<file path="src/sv/saoc_pkg.sv">
// shared types and constants for the sorted array occurrence counter
`default_nettype none

package saoc_pkg;

  localparam int VAL_W = 32;
  localparam int CMD_W = 2;
  localparam int OCC_W = 11;

  typedef enum logic [CMD_W-1:0] {
    CMD_START  = 2'd0,
    CMD_APPEND = 2'd1,
    CMD_QUERY  = 2'd2
  } cmd_e;

  // controller to datapath
  typedef struct packed {
    logic load_start;
    logic load_append;
    logic query_start;
    logic issue;
    logic eval;
    logic capture;
  } ctl_t;

  // datapath to controller
  typedef struct packed {
    logic busy;
  } sts_t;

endpackage

`default_nettype wire

</file>
<file path="src/sv/saoc_ctrl.sv">
// controller: command decode, search sequencing, output valid
`default_nettype none

module saoc_ctrl
  import saoc_pkg::*;
(
  input  wire logic             clk_i,
  input  wire logic             rst_ni,
  input  wire logic             in_valid_i,
  output logic                  in_ready_o,
  input  wire logic [CMD_W-1:0] command_i,
  output logic                  out_valid_o,
  input  wire logic             out_ready_i,
  input  wire sts_t             sts_i,
  output ctl_t                  ctl_o
);

  typedef enum logic [1:0] {
    ST_IDLE,
    ST_ISSUE,
    ST_EVAL,
    ST_DONE
  } state_e;

  state_e state_q, state_d;
  logic   out_valid_q;
  logic   accept;

  assign in_ready_o  = (state_q == ST_IDLE);
  assign accept      = in_valid_i & in_ready_o;
  assign out_valid_o = out_valid_q;

  always_comb begin
    ctl_o   = '0;
    state_d = state_q;
    case (state_q)
      ST_IDLE: begin
        if (accept) begin
          case (cmd_e'(command_i))
            CMD_START:  ctl_o.load_start  = 1'b1;
            CMD_APPEND: ctl_o.load_append = 1'b1;
            CMD_QUERY: begin
              ctl_o.query_start = 1'b1;
              state_d           = ST_ISSUE;
            end
            default: ;
          endcase
        end
      end
      ST_ISSUE: begin
        if (sts_i.busy) begin
          ctl_o.issue = 1'b1;
          state_d     = ST_EVAL;
        end else begin
          state_d = ST_DONE;
        end
      end
      ST_EVAL: begin
        ctl_o.eval = 1'b1;
        state_d    = ST_ISSUE;
      end
      ST_DONE: begin
        if (!out_valid_q || out_ready_i) begin
          ctl_o.capture = 1'b1;
          state_d       = ST_IDLE;
        end
      end
      default: state_d = ST_IDLE;
    endcase
  end

  always_ff @(posedge clk_i or negedge rst_ni) begin
    if (!rst_ni) begin
      state_q     <= ST_IDLE;
      out_valid_q <= 1'b0;
    end else begin
      state_q <= state_d;
      if (ctl_o.capture) begin
        out_valid_q <= 1'b1;
      end else if (out_ready_i) begin
        out_valid_q <= 1'b0;
      end
    end
  end

endmodule

`default_nettype wire

</file>
<file path="config.mk">
export PLATFORM = sky130hd
export DESIGN_NAME = saoc_ctrl
export DESIGN_NICKNAME = d
export VERILOG_FILES = /design/src/sv/saoc_pkg.sv /design/src/sv/saoc_ctrl.sv
export SDC_FILE = /design/constraint.sdc
export NUM_CORES = 1
export LEC_CHECK = 0
export BUFFER_PORTS_ARGS = -buffer_cell sky130_fd_sc_hd__buf_2
export CAP_MARGIN = 15
export CORE_AREA = 2 2 39 41
export CTS_CLUSTER_SIZE = 20
export DETAILED_ROUTE_END_ITERATION = 12
export DIE_AREA = 0 0 41 43
export PLACE_DENSITY = 0.43
export SYNTH_ARGS = -nofsm -noshare
export SYNTH_HDL_FRONTEND = slang
export SYNTH_SLANG_ARGS = --single-unit
export TNS_END_PERCENT = 20
</file>
<file path="constraint.sdc">
create_clock -name clk_i -period 1 [get_ports clk_i]
set_input_delay 0.2 -clock clk_i [delete_from_list [all_inputs] [get_ports clk_i]]
set_output_delay 0.2 -clock clk_i [all_outputs]
set_load 0.05 [all_outputs]
</file>
==> flow_summary.json <==
{
  "maxSlewHeadroom_pct": 86.6,
  "remaining_drc_errors": 0,
  "leakage_nw": 0.217,
  "ys_warn_count": 0,
  "min_path_type": "input pin to async pin",
  "drive_gt1_share_pct": 75.6,
  "syn_area_um2": 178,
  "grt_pass1_vias": 219,
  "slowest_stage": "dfrtp_2",
  "final_util_pct": 32.7,
  "critPathLaunchType": "flip-flop",
  "grt-ovfl-total": 0,
  "clkPwrFrac_pct": 13.6,
  "ys_seq_area_share_pct": 42.3,
  "rows": 14,
  "dp.cells": 55,
  "final_cell_area_um2": 453,
  "fin_nets": 53,
  "period_share_pct": 138,
  "cp_cell_sequence": "nor2_4, and4bb_4, buf_8",
  "die_h_um": 43,
  "peakVddDrop_uv": 1750,
  "drt-total-wl_um": 584,
  "cts_tree": "built",
  "floorplan.initialDensity_pct": 12.8,
  "arrival_ns": 1.18,
  "clockBufferDepth": 2,
  "via_per_inst": 3.92,
  "critPathMaxStageDelay_ns": 0.42,
  "p_int_uw": 837,
  "ios": 15,
  "synth.net_count": 24,
  "clkTransAtPathRegs_ns": 0.04,
  "seq_area_um2": 77.6,
  "grt_pass1_wl_um": 828,
  "grt_usage_pct": 7.14,
  "die_x_um": 41,
  "drt_iter0_drc": 3,
  "hpwl_um": 460,
  "worstSetupEndpointType": "primary output",
  "switching_share_pct": 45.8,
  "pwr-share-comb_pct": 68.8,
  "synth-seq-cells": 3,
  "setup_viol": 8,
  "cts_root_buf": "clkbuf_4",
  "worstPathMaxFanout": 4,
  "via_count": 239,
  "io_buffers": 14,
  "worstRegToRegCells": 4,
  "tightestPinTransition_ns": 0.201,
  "maxSlewViolCount": 0,
  "maxCapViolCount": 0,
  "timing.fmax_mhz": 726,
  "crit_required_ns": 0.80,
  "ant_nets": 0,
  "setup_ws_ns": -0.378,
  "netSwitchingPower_uw": 707,
  "syn_area_per_cell_um2": 10.5,
  "multi_input_area_um2": 124,
  "pwr-share-seq_pct": 17.6,
  "power.density_nw_per_um2": 3410,
  "wl_per_cell_um": 9.57,
  "place_area_um2": 350,
  "period_needed_ns": 1.38,
  "htreeDepth": 1,
  "r2r_setup_slack_ns": -0.17,
  "yosysUniqueCellTypes": 13,
  "synthToLayoutAreaGrowth_pct": 155,
  "core_um2": 1380,
  "die_area_um2": 1760,
  "num-fill-cells": 145,
  "n_antenna_cell": 0,
  "stdcell_count": 61,
  "numCtsBuffers": 3,
  "finClkSkew_ns": 0.00822,
  "path_class": "flip-flop to primary output",
  "cts.sinks": 3,
  "reg2reg_from": "state_q[0]$_DFFE_PN0P_",
  "antenna_found_initial": 0,
  "dr.pass1.iters": 4,
  "rsz0062_at_grt": "true",
  "grt_max_degree": 7,
  "reg2reg_to": "state_q[0]$_DFFE_PN0P_",
  "fin_tns_setup_ns": -2.55,
  "power_mw": 1.54,
  "hold_viol": 0,
  "status": "complete, but fails checks",
  "syn_inst": 17,
  "clk_latency_ns": 0.23,
  "violations": "setup timing",
  "place_congestion": 0.658
}
## through the flow
stage / hold slack, ns / worst slack (ns)
2_1_floorplan: -0.0956 / -0.388
3_3_place_gp: -0.00258 / -0.245
3_5_place_dp: -0.00288 / -0.252
4_1_cts: 0.284 / -0.393
5_1_grt: 0.296 / -0.428
6_report: 0.292 / -0.378
## worst max-delay path, delay by kind of cell, from the launching register on
family                 cells  cell delay (ns)
flip-flops                 1             0.42
AND/OR/NAND/NOR            2             0.39
buffers and inverters      1             0.14
## synth_stat cells, drive strengths merged
master | number | share of area, %
dfrtp | 3 | 42
and2 | 2 | 7.0
nand2 | 2 | 4.2
a21boi | 1 | 4.2
a221oi | 1 | 8.4
and3b | 1 | 4.9
and4b | 1 | 5.6
and4bb | 1 | 7.0
nand2b | 1 | 3.5
nand3b | 1 | 4.2
nor2 | 1 | 2.1
nor2b | 1 | 3.5
nor3 | 1 | 2.8
## cell type report
class | instances | area share, %
clock buffer | 4 | 5.80
tap | 16 | 4.42
multi-input combinational | 14 | 27.3
timing repair buffer | 24 | 45.3
sequential | 3 | 17.1
## flip-flops by register name (all words and copies together), names as in the netlist
| name | cells |
|---|---|
| state_q | 2 |
| out_valid_o | 1 |
## cells by family after synthesis
family | after synthesis | synth area share [%]
AO/OA/AOI/OAI | 2 | 12.7
flip-flops | 3 | 42.3
AND/OR/NAND/NOR | 12 | 45.1
## placed cells by master (no fill, tap or decap), types with 2 or more instances in the layout
master | Yosys | routed
clkbuf_4 | 0 | 3
buf_6 | 0 | 4
buf_4 | 0 | 10
buf_2 | 0 | 6
buf_8 | 0 | 3
nand2_1 | 2 | 2
dfrtp_2 | 0 | 2
## layer usage
layer  vias to the layer above  wire (µm)  share of wire [%]  track usage [%]
met5                         -          0                  0                0
met4                         0          0                  0             2.00
met3                         0         76                 13             5.24
met2                        17        255                 44             10.6
met1                       102        252                 43             7.77
li1                        120          -                  -                -
## power by group through the flow
stage,Sequential [mW],Combinational [mW],Clock (mW)
finish,0.272,1.06,0.210
global route,0.281,1.13,0.234
CTS,0.274,1.07,0.219
detailed placement,0.271,0.879,0
global placement,0.266,0.884,0
floorplan,0.332,0.481,0
## worst max-delay path by stage
stage               cells after the start  slack, ns       end                    from
floorplan                               2      -0.39  ctl_o[4]  state_q[0]$_DFFE_PN0P_
global placement                        3      -0.25  ctl_o[5]  state_q[1]$_DFFE_PN0P_
finish                                  3      -0.38  ctl_o[5]  state_q[0]$_DFFE_PN0P_
detailed placement                      3      -0.25  ctl_o[4]  state_q[1]$_DFFE_PN0P_
global route                            3      -0.43  ctl_o[4]  state_q[0]$_DFFE_PN0P_
CTS                                     3      -0.39  ctl_o[4]  state_q[0]$_DFFE_PN0P_
## repair_timing
action                     4_1_cts  5_1_grt
setup endpoints to repair        9        9
gates resized for setup         19        0
hold endpoints to repair         3        0
hold buffers                     1        0
buffers inserted                 1        0
Note: power is estimated with default switching activity, not from simulation.
